### src/rtl/core/dfsw_pkg.sv
// shared types, constants and the control program of the depth-first walk core
`default_nettype none
package dfsw_pkg;

  localparam int MAX_NODES = 32;
  localparam int IW = $clog2(MAX_NODES);
  localparam int VW = $clog2(MAX_NODES + 1);
  localparam int RW = 32;

  localparam logic [VW-1:0] NODE_COUNT_RST   = VW'(32);
  localparam logic [VW-1:0] START_VERTEX_RST = VW'(1);

  typedef enum logic {
    REG_NODE_COUNT   = 1'b0,
    REG_START_VERTEX = 1'b1
  } reg_idx_e;

  typedef enum logic {
    ACT_LOAD_ROW = 1'b0,
    ACT_RUN      = 1'b1
  } action_e;

  typedef enum logic [1:0] {
    S_IDLE = 2'd0,
    S_INIT = 2'd1,
    S_PICK = 2'd2,
    S_LAST = 2'd3
  } step_e;

  typedef enum logic [1:0] {
    UOP_WAIT = 2'd0,
    UOP_INIT = 2'd1,
    UOP_PICK = 2'd2,
    UOP_EMIT_LAST = 2'd3
  } uop_e;

  typedef enum logic [1:0] {
    J_ALWAYS     = 2'd0,
    J_RUN        = 2'd1,
    J_BAD_START  = 2'd2,
    J_WALK_DONE  = 2'd3
  } jcond_e;

  typedef struct packed {
    uop_e   op;
    jcond_e jcond;
    step_e  jtarget;
    step_e  next;
  } ctrl_word_t;

  typedef struct packed {
    logic bad_start;
    logic walk_done;
  } dp_status_t;

  function automatic ctrl_word_t ucode_rom(input step_e step);
    ctrl_word_t w;
    unique case (step)
      S_IDLE:  w = '{op: UOP_WAIT,      jcond: J_RUN,       jtarget: S_INIT, next: S_IDLE};
      S_INIT:  w = '{op: UOP_INIT,      jcond: J_BAD_START, jtarget: S_IDLE, next: S_PICK};
      S_PICK:  w = '{op: UOP_PICK,      jcond: J_WALK_DONE, jtarget: S_LAST, next: S_PICK};
      S_LAST:  w = '{op: UOP_EMIT_LAST, jcond: J_ALWAYS,    jtarget: S_IDLE, next: S_IDLE};
      default: w = '{op: UOP_WAIT,      jcond: J_ALWAYS,    jtarget: S_IDLE, next: S_IDLE};
    endcase
    return w;
  endfunction

endpackage
`default_nettype wire

### src/rtl/core/dfsw_seq.sv
// step counter, control rom lookup and jump evaluation
`default_nettype none
module dfsw_seq (
  input  wire                  clk_i,
  input  wire                  rst_ni,
  input  wire                  run_req_i,
  input  dfsw_pkg::dp_status_t status_i,
  output dfsw_pkg::ctrl_word_t ctrl_o,
  output logic                 busy_o
);

  dfsw_pkg::step_e      step_q, step_d;
  dfsw_pkg::ctrl_word_t cw;
  logic                 take_jump;

  always_comb begin
    cw = dfsw_pkg::ucode_rom(step_q);
    ctrl_o = cw;
    busy_o = (step_q != dfsw_pkg::S_IDLE);
  end

  always_comb begin
    unique case (cw.jcond)
      dfsw_pkg::J_ALWAYS:    take_jump = 1'b1;
      dfsw_pkg::J_RUN:       take_jump = run_req_i;
      dfsw_pkg::J_BAD_START: take_jump = status_i.bad_start;
      dfsw_pkg::J_WALK_DONE: take_jump = status_i.walk_done;
      default:               take_jump = 1'b0;
    endcase
    step_d = take_jump ? cw.jtarget : cw.next;
  end

  always_ff @(posedge clk_i or negedge rst_ni) begin
    if (!rst_ni) begin
      step_q <= dfsw_pkg::S_IDLE;
    end else begin
      step_q <= step_d;
    end
  end

endmodule
`default_nettype wire

### src/rtl/core/dfsw_dp.sv
// datapath: adjacency rows, visit marks, parent store, neighbor pick and result register
`default_nettype none
module dfsw_dp (
  input  wire                            clk_i,
  input  wire                            rst_ni,
  input  dfsw_pkg::ctrl_word_t           ctrl_i,
  input  wire                            load_req_i,
  input  wire  [dfsw_pkg::VW-1:0]        row_vertex_i,
  input  wire  [dfsw_pkg::RW-1:0]        row_bits_i,
  input  wire                            cfg_we_i,
  input  wire                            cfg_idx_i,
  input  wire  [dfsw_pkg::VW-1:0]        cfg_wdata_i,
  output dfsw_pkg::dp_status_t           status_o,
  output logic                           result_valid_o,
  output logic [dfsw_pkg::VW-1:0]        visited_vertex_o,
  output logic [dfsw_pkg::VW-1:0]        parent_vertex_o,
  output logic                           last_o
);

  localparam int VW = dfsw_pkg::VW;
  localparam int IW = dfsw_pkg::IW;
  localparam int MN = dfsw_pkg::MAX_NODES;

  logic [dfsw_pkg::RW-1:0] rows_q [MN];
  logic [VW-1:0]           parent_q [MN];
  logic [MN-1:0]           visited_q, visited_d;
  logic [VW-1:0]           node_count_q, start_vertex_q;
  logic [VW-1:0]           cur_q, cur_d;
  logic [VW-1:0]           pend_vtx_q, pend_vtx_d, pend_par_q, pend_par_d;
  logic                    res_valid_q, res_valid_d, res_last_d, res_last_q;
  logic [VW-1:0]           res_vtx_q, res_vtx_d, res_par_q, res_par_d;

  logic [VW-1:0]           n_eff, row_m1, cur_m1, start_m1, pick_vtx;
  logic [MN-1:0]           limit, cand;
  logic [IW-1:0]           pick_idx;
  logic                    has_cand, par_we;
  logic [IW-1:0]           par_widx;
  logic [VW-1:0]           par_wdata, cur_parent;
  logic                    row_ok;

  assign n_eff    = (node_count_q > VW'(MN)) ? VW'(MN) : node_count_q;
  assign row_m1   = row_vertex_i - VW'(1);
  assign cur_m1   = cur_q - VW'(1);
  assign start_m1 = start_vertex_q - VW'(1);
  assign row_ok   = (row_vertex_i != '0) && (row_vertex_i <= VW'(MN));

  always_comb begin
    for (int k = 0; k < MN; k++) begin
      limit[k] = (VW'(k) < n_eff);
    end
  end

  assign cand       = rows_q[cur_m1[IW-1:0]] & limit & ~visited_q;
  assign has_cand   = (cand != '0);
  assign cur_parent = parent_q[cur_m1[IW-1:0]];

  // lowest set bit wins
  always_comb begin
    pick_idx = '0;
    for (int k = MN - 1; k >= 0; k--) begin
      if (cand[k]) begin
        pick_idx = IW'(k);
      end
    end
  end
  assign pick_vtx = VW'(pick_idx) + VW'(1);

  assign status_o.bad_start = (start_vertex_q == '0) || (start_vertex_q > n_eff);
  assign status_o.walk_done = !has_cand && (cur_parent == '0);

  always_comb begin
    visited_d   = visited_q;
    cur_d       = cur_q;
    pend_vtx_d  = pend_vtx_q;
    pend_par_d  = pend_par_q;
    res_valid_d = 1'b0;
    res_last_d  = res_last_q;
    res_vtx_d   = res_vtx_q;
    res_par_d   = res_par_q;
    par_we      = 1'b0;
    par_widx    = '0;
    par_wdata   = '0;
    unique case (ctrl_i.op)
      dfsw_pkg::UOP_WAIT: begin
      end
      dfsw_pkg::UOP_INIT: begin
        visited_d  = '0;
        cur_d      = '0;
        if (!status_o.bad_start) begin
          visited_d[start_m1[IW-1:0]] = 1'b1;
          cur_d      = start_vertex_q;
          pend_vtx_d = start_vertex_q;
          pend_par_d = '0;
          par_we     = 1'b1;
          par_widx   = start_m1[IW-1:0];
          par_wdata  = '0;
        end
      end
      dfsw_pkg::UOP_PICK: begin
        if (has_cand) begin
          // the held vertex is not the final one: send it now
          visited_d[pick_idx] = 1'b1;
          par_we      = 1'b1;
          par_widx    = pick_idx;
          par_wdata   = cur_q;
          res_valid_d = 1'b1;
          res_last_d  = 1'b0;
          res_vtx_d   = pend_vtx_q;
          res_par_d   = pend_par_q;
          pend_vtx_d  = pick_vtx;
          pend_par_d  = cur_q;
          cur_d       = pick_vtx;
        end else begin
          cur_d = cur_parent;
        end
      end
      dfsw_pkg::UOP_EMIT_LAST: begin
        res_valid_d = 1'b1;
        res_last_d  = 1'b1;
        res_vtx_d   = pend_vtx_q;
        res_par_d   = pend_par_q;
        cur_d       = '0;
      end
      default: begin
      end
    endcase
  end

  always_ff @(posedge clk_i or negedge rst_ni) begin
    if (!rst_ni) begin
      visited_q      <= '0;
      cur_q          <= '0;
      res_valid_q    <= 1'b0;
      node_count_q   <= dfsw_pkg::NODE_COUNT_RST;
      start_vertex_q <= dfsw_pkg::START_VERTEX_RST;
      for (int k = 0; k < MN; k++) begin
        parent_q[k] <= '0;
      end
    end else begin
      visited_q   <= visited_d;
      cur_q       <= cur_d;
      res_valid_q <= res_valid_d;
      if (par_we) begin
        parent_q[par_widx] <= par_wdata;
      end
      if (cfg_we_i) begin
        unique case (dfsw_pkg::reg_idx_e'(cfg_idx_i))
          dfsw_pkg::REG_NODE_COUNT:   node_count_q   <= cfg_wdata_i;
          dfsw_pkg::REG_START_VERTEX: start_vertex_q <= cfg_wdata_i;
          default: begin
          end
        endcase
      end
    end
  end

  always_ff @(posedge clk_i) begin
    pend_vtx_q <= pend_vtx_d;
    pend_par_q <= pend_par_d;
    res_last_q <= res_last_d;
    res_vtx_q  <= res_vtx_d;
    res_par_q  <= res_par_d;
    if (load_req_i && row_ok) begin
      rows_q[row_m1[IW-1:0]] <= row_bits_i;
    end
  end

  assign result_valid_o   = res_valid_q;
  assign visited_vertex_o = res_vtx_q;
  assign parent_vertex_o  = res_par_q;
  assign last_o           = res_last_q;

endmodule
`default_nettype wire

### src/rtl/core/dfs_adjacency_matrix_walk_core.sv
// top level of the depth-first adjacency matrix walk core
// usage:
//   an item is taken on a rising edge with start high and busy low.
//   action_i low stores row_bits_i as the adjacency row of row_vertex_i
//   (bit k-1 means an edge to vertex k); it completes in that edge and busy
//   stays low. action_i high runs a depth-first walk from start_vertex over
//   vertices 1..node_count (capped at 32), lowest-numbered neighbor first.
//   each visited vertex comes out as one beat on visited_vertex_o and
//   parent_vertex_o with result_valid_o high for one cycle; the start vertex
//   has parent 0 and the final beat carries last_o. results cannot be held off.
//   a run: one setup step, then the pick loop, in which each step either
//   visits a new vertex or backtracks one level through the parent store,
//   then one step to send the final beat. each beat shows the cycle after
//   its step. a start vertex outside 1..node_count gives no beats and ends
//   the run after the setup step.
//   config writes (cfg_we_i, cfg_idx_i: 0 node_count, 1 start_vertex) take
//   effect at once and belong in idle time.
//   reset clears marks and parents and sets node_count 32, start_vertex 1;
//   adjacency rows hold nothing useful until written.
`default_nettype none
module dfs_adjacency_matrix_walk_core (
  input  wire                          clk_i,
  input  wire                          rst_ni,
  input  wire                          start,
  output logic                         busy,
  input  wire                          action_i,
  input  wire  [dfsw_pkg::VW-1:0]      row_vertex_i,
  input  wire  [dfsw_pkg::RW-1:0]      row_bits_i,
  input  wire                          cfg_we_i,
  input  wire                          cfg_idx_i,
  input  wire  [dfsw_pkg::VW-1:0]      cfg_wdata_i,
  output logic                         result_valid_o,
  output logic [dfsw_pkg::VW-1:0]      visited_vertex_o,
  output logic [dfsw_pkg::VW-1:0]      parent_vertex_o,
  output logic                         last_o
);

  dfsw_pkg::ctrl_word_t ctrl;
  dfsw_pkg::dp_status_t status;
  logic                 accept, run_req, load_req;

  assign accept   = start && !busy;
  assign run_req  = accept && (dfsw_pkg::action_e'(action_i) == dfsw_pkg::ACT_RUN);
  assign load_req = accept && (dfsw_pkg::action_e'(action_i) == dfsw_pkg::ACT_LOAD_ROW);

  dfsw_seq u_seq (
    .clk_i     (clk_i),
    .rst_ni    (rst_ni),
    .run_req_i (run_req),
    .status_i  (status),
    .ctrl_o    (ctrl),
    .busy_o    (busy)
  );

  dfsw_dp u_dp (
    .clk_i            (clk_i),
    .rst_ni           (rst_ni),
    .ctrl_i           (ctrl),
    .load_req_i       (load_req),
    .row_vertex_i     (row_vertex_i),
    .row_bits_i       (row_bits_i),
    .cfg_we_i         (cfg_we_i),
    .cfg_idx_i        (cfg_idx_i),
    .cfg_wdata_i      (cfg_wdata_i),
    .status_o         (status),
    .result_valid_o   (result_valid_o),
    .visited_vertex_o (visited_vertex_o),
    .parent_vertex_o  (parent_vertex_o),
    .last_o           (last_o)
  );

endmodule
`default_nettype wire
### config.mk
export PLATFORM = sky130hd
export DESIGN_NAME = dfs_adjacency_matrix_walk_core
export DESIGN_NICKNAME = d
export VERILOG_FILES = /design/src/rtl/core/dfsw_pkg.sv /design/src/rtl/core/dfsw_seq.sv /design/src/rtl/core/dfsw_dp.sv /design/src/rtl/core/dfs_adjacency_matrix_walk_core.sv
export SDC_FILE = /design/constraint.sdc
export NUM_CORES = 2
export LEC_CHECK = 0
export BUFFER_PORTS_ARGS = -buffer_cell sky130_fd_sc_hd__buf_2
export CAP_MARGIN = 25
export CELL_PAD_IN_SITES_DETAIL_PLACEMENT = 0
export CELL_PAD_IN_SITES_GLOBAL_PLACEMENT = 1
export CORE_UTILIZATION = 57
export CTS_BUF_LIST = sky130_fd_sc_hd__clkbuf_2 sky130_fd_sc_hd__clkbuf_4 sky130_fd_sc_hd__clkbuf_8
export DETAILED_ROUTE_END_ITERATION = 6
export PLACE_DENSITY = 0.8
export SETUP_SLACK_MARGIN = 0.02
export SLEW_MARGIN = 25
export SYNTH_ARGS = -nofsm -noshare
export SYNTH_HDL_FRONTEND = slang
export SYNTH_SLANG_ARGS = --single-unit
### constraint.sdc
create_clock -name clk_i -period 7.3 [get_ports clk_i]
set_input_delay 0.73 -clock clk_i [delete_from_list [all_inputs] [get_ports clk_i]]
set_output_delay 0.73 -clock clk_i [all_outputs]
set_load 0.01 [all_outputs]
==> impl_metrics.py <==
metrics = {
    "sta": {
        "period_share_pct": 86.4,
        "grt_setup_unrepaired": "false",
        "finalHoldViolCount": 0,
        "skew_ns": 0.0587,
        "max_slew_vio_count": 0,
        "slew_headroom_pct": 30.5,
        "worst-slew-pin-transition_ns": 1.04,
        "hold_ws_ns": 0.0943,
        "fin_setup_tns_ns": 0,
        "report.final.setup_viol": 0,
        "achievable-frequency_mhz": 159,
        "timing.final.crit_period_ns": 6.30,
    },
    "setup_path": {
        "worstReg2RegEnd": "u_dp.parent_q[118]$_DFFE_PN0P_",
        "critical_path_s_largest_stage_delay_ns": 0.86,
        "r2r.worst_path.cells": 14,
        "worst_setup_path_start_kind": "flop",
        "register_to_register_setup_slack_ns": 1.0,
        "worst_path_max_delay_cell": "ha_4",
        "critical_path.endpoint_type": "flop",
        "timing.critical_path.max_delay_family": "compound AO/OA/AOI/OAI gates",
        "timing.setup.critical_path_class": "reg2reg",
        "cp_cell_sequence": "inv_1 -> ha_4 -> buf_4 -> mux4_2 -> mux2i_1 -> a2111oi_0 -> a22oi_1 -> inv_1 -> a2111oi_0 -> o31a_1 -> a21boi_1 -> and2_1 -> and4_1 -> mux2_2",
        "worstPathArrival_ns": 7.03,
        "timing.critical_path.fanout_max": 38,
        "crit_buf_inv": 3,
        "worst_r2r_startpoint": "u_dp.cur_q[1]$_DFFE_PN0P_",
        "required_ns": 8.02,
    },
    "outcome": {
        "run_status": "completed",
    },
    "power_and_ir_drop": {
        "p_leak_nw": 21.5,
        "switchingPower_w": 0.00997,
        "worst_case_vdd_ir_drop_mv": 0.526,
        "share_comb_of_total_power_pct": 43.3,
        "totalPowerFinal_w": 0.0257,
        "seq_power_share_pct": 33.1,
        "power.share.switching_pct": 38.7,
        "powerDensity_mw_per_mm2": 423,
        "p_clk_share_pct": 23.6,
        "power_report.internal_total_w": 0.0158,
    },
    "yosys": {
        "synthTopCellsByArea": "edfxtp_1 (58%), mux4_2 (13%), dfrtp_1 (11%)",
        "synth_commonest_cells": "edfxtp_1 (1,049), mux4_2 (313), dfrtp_1 (243)",
        "yosysTopAreaCellShare_pct": 58.2,
        "synth-edff-count": 1049,
        "number_of_instances_in_the_synthesized_netlist": 2904,
        "yosysMostFrequentCell": "edfxtp_1",
        "mappedNetlistArea_mm2": 0.0541,
        "share_of_synthesized_registers_carrying_an_async_set_or_reset_pct": 18.9,
        "synth-seq-cells": 1294,
        "synth_nets": 2976,
        "synthFlopType": "edfxtp_1",
        "syn_avg_cell_area_um2": 18.6,
        "synth_seq_area_share_pct": 69.6,
        "synth.lib_cells_used.distinct": 96,
        "synth_top_cell_by_area": "edfxtp_1",
        "synthesis.yosys.warnings": 0,
    },
    "floorplanning": {
        "fp.dieH_um": 310,
        "placementRows": 112,
        "initial_core_util_pct": 57.8,
        "design.core.area_mm2": 0.0936,
        "die_area_mm2": 0.0961,
        "die-width_um": 310,
        "num_io_pins": 65,
    },
    "drt": {
        "postRouteAntennaNets": 0,
        "vias_per_cell": 6.64,
        "drtIter0Drc": 3626,
        "routed-via-count": 30100,
        "first_pass_iters": 6,
        "avg_wl_per_cell_um": 31.5,
        "drcViolationCount": 0,
        "routed_wirelength_um": 143000,
    },
    "min_path": {
        "worst_hold_path_type": "in2reg",
        "hold-path-cell-count": 3,
        "whs_endpoint": "u_dp.node_count_q[5]$_DFFE_PN1P_",
        "timing.hold.worst.start": "cfg_wdata_i[5]",
    },
    "placed_design": {
        "port-buffer-count": 64,
        "detailed_place_hpwl_um": 88400,
        "place.gp.congestion": 0.938,
        "dpl_cell_area_mm2": 0.0567,
    },
    "global_routing": {
        "grt_max_degree": 95,
        "initial_antenna_violation_count": 6,
        "grt_pass1_vias": 30700,
        "grt_overflow": 0,
        "first_pass_grt_wire_length_um": 209000,
        "track_usage_pct": 30.7,
    },
    "clock_tree": {
        "clk_sinks": 1294,
        "clk_path_buf_depth": 3,
        "clkTransAtPathRegs_ns": 0.06,
        "clk_tree_root_cell": "clkbuf_8",
        "cts-htree-levels": 4,
        "clock_tree_from_tritoncts": "yes",
        "clk-insertion-delay-late_ns": 0.89,
        "tritoncts.num_buffers": 198,
    },
    "cells_and_area": {
        "layout_cell_share_with_drive_strength_beyond_1_pct": 31.6,
        "stdcell_area_mm2": 0.0608,
        "fillers": 6331,
        "sequential_cell_area_mm2": 0.0376,
        "area_growth_syn_to_layout_pct": 12.4,
        "area_occupied_by_multi_input_gates_mm2": 0.0157,
        "finalNetCount": 3189,
    },
    "job": {
        "maxCapViolCount": 0,
    },
}
## routing by layer
metal / routed length, um / track usage (%)
met5: 12 / 0
met4: 4200 / 10.1
met3: 13900 / 5.85
met2: 67500 / 47.4
met1: 57300 / 44.5
## cell families after synthesis
| kind of cell | Yosys count | share of synthesized area, % |
|---|---|---|
| AND/OR/NAND/NOR | 517 | 5.50 |
| XOR/XNOR | 10 | 0.162 |
| buffers and inverters | 204 | 2.06 |
| flip-flops | 1294 | 69.6 |
| multiplexers | 565 | 18.2 |
| AO/OA/AOI/OAI | 292 | 4.01 |
| adder cells (fa/ha/maj) | 22 | 0.509 |
## sequential cells by signal, indices dropped and copies added (netlist names), 6 cells and up
signal / flops
u_dp.cur_q: 6
u_dp.node_count_q: 6
u_dp.parent_q: 192
u_dp.parent_vertex_o: 6
u_dp.pend_par_q: 6
u_dp.pend_vtx_q: 6
u_dp.rows_q: 1024
u_dp.start_vertex_q: 6
u_dp.visited_q: 32
u_dp.visited_vertex_o: 6
## how the worst max path moves through the flow
stage,end,cells after the start,from
final,u_dp.parent_q[118]$_DFFE_PN0P_,14,u_dp.cur_q[1]$_DFFE_PN0P_
after detailed placement,u_dp.parent_q[122]$_DFFE_PN0P_,16,u_dp.cur_q[1]$_DFFE_PN0P_
after global routing,u_dp.parent_q[118]$_DFFE_PN0P_,14,u_dp.cur_q[1]$_DFFE_PN0P_
after global placement,u_dp.parent_q[117]$_DFFE_PN0P_,14,u_dp.cur_q[1]$_DFFE_PN0P_
after floorplan,u_dp.parent_q[132]$_DFFE_PN0P_,22,u_dp.cur_q[0]$_DFFE_PN0P_
after CTS,u_dp.parent_q[120]$_DFFE_PN0P_,16,u_dp.cur_q[1]$_DFFE_PN0P_
## cell usage in the layout (no fill, tap or decap), types with 13 or more instances in the layout
cell,count
clkbuf_4,68
clkbuf_8,213
nor2_1,52
edfxtp_1,1049
mux2_2,103
mux2i_1,44
nor2b_1,13
clkinv_1,38
inv_1,23
nor2_4,30
o22ai_1,25
clkinv_2,27
nand2_1,176
nand4_1,22
or4_1,25
a21o_1,14
and2_1,18
ha_1,21
a21oi_1,39
dfrtp_1,242
nor4_1,23
o2111ai_1,22
nor3_1,15
buf_2,63
buf_4,100
and3_1,27
mux2_1,105
o21ai_0,42
nand3_1,32
a22oi_1,18
buf_16,16
mux4_2,313
## through the flow
step                utilization (%)  worst slack [ns]  instances
floorplan                         -              1.75       2904
global placement               60.1              1.21       4152
detailed placement             60.6              1.12       4170
CTS                            64.9              1.11       4534
global route                   64.9             0.809       4536
finish                         64.9             0.996       4537
## power groups by stage
stage          sequential, W  combinational (W)  clock (W)
3_3_place_gp         0.00865             0.0109          0
6_report             0.00852             0.0111    0.00608
4_1_cts              0.00852             0.0110    0.00615
2_1_floorplan        0.00856            0.00746          0
3_5_place_dp         0.00867             0.0110          0
5_1_grt              0.00854             0.0117    0.00646
## area by class of cell
class,instances,share of cell area [%]
Tap cell,1254,2.58
Sequential cell,1294,61.9
Multi-Input combinational cell,1406,25.8
Clock inverter,82,0.951
Inverter,24,0.148
Timing Repair Buffer,193,2.88
Antenna cell,3,0.0124
Clock buffer,281,5.66
## tightest hold or removal path, delay by kind of cell
| kind | cells | cell delay, ns |
|---|---|---|
| buffers and inverters | 1 | 0.11 |
| and+or+nand+nor | 1 | 0.05 |
| AOI/OAI and AO/OA | 1 | 0.07 |
## repair_timing
| item | 4_1_cts | 5_1_grt |
|---|---|---|
| resized for setup | 0 | 0 |
| buffers inserted | 0 | 0 |
| endpoints found under the hold margin | 90 | 0 |
| endpoints found under the setup margin | 0 | 0 |
| hold buffers | 1 | 0 |
(Power assumes the default switching activity.)
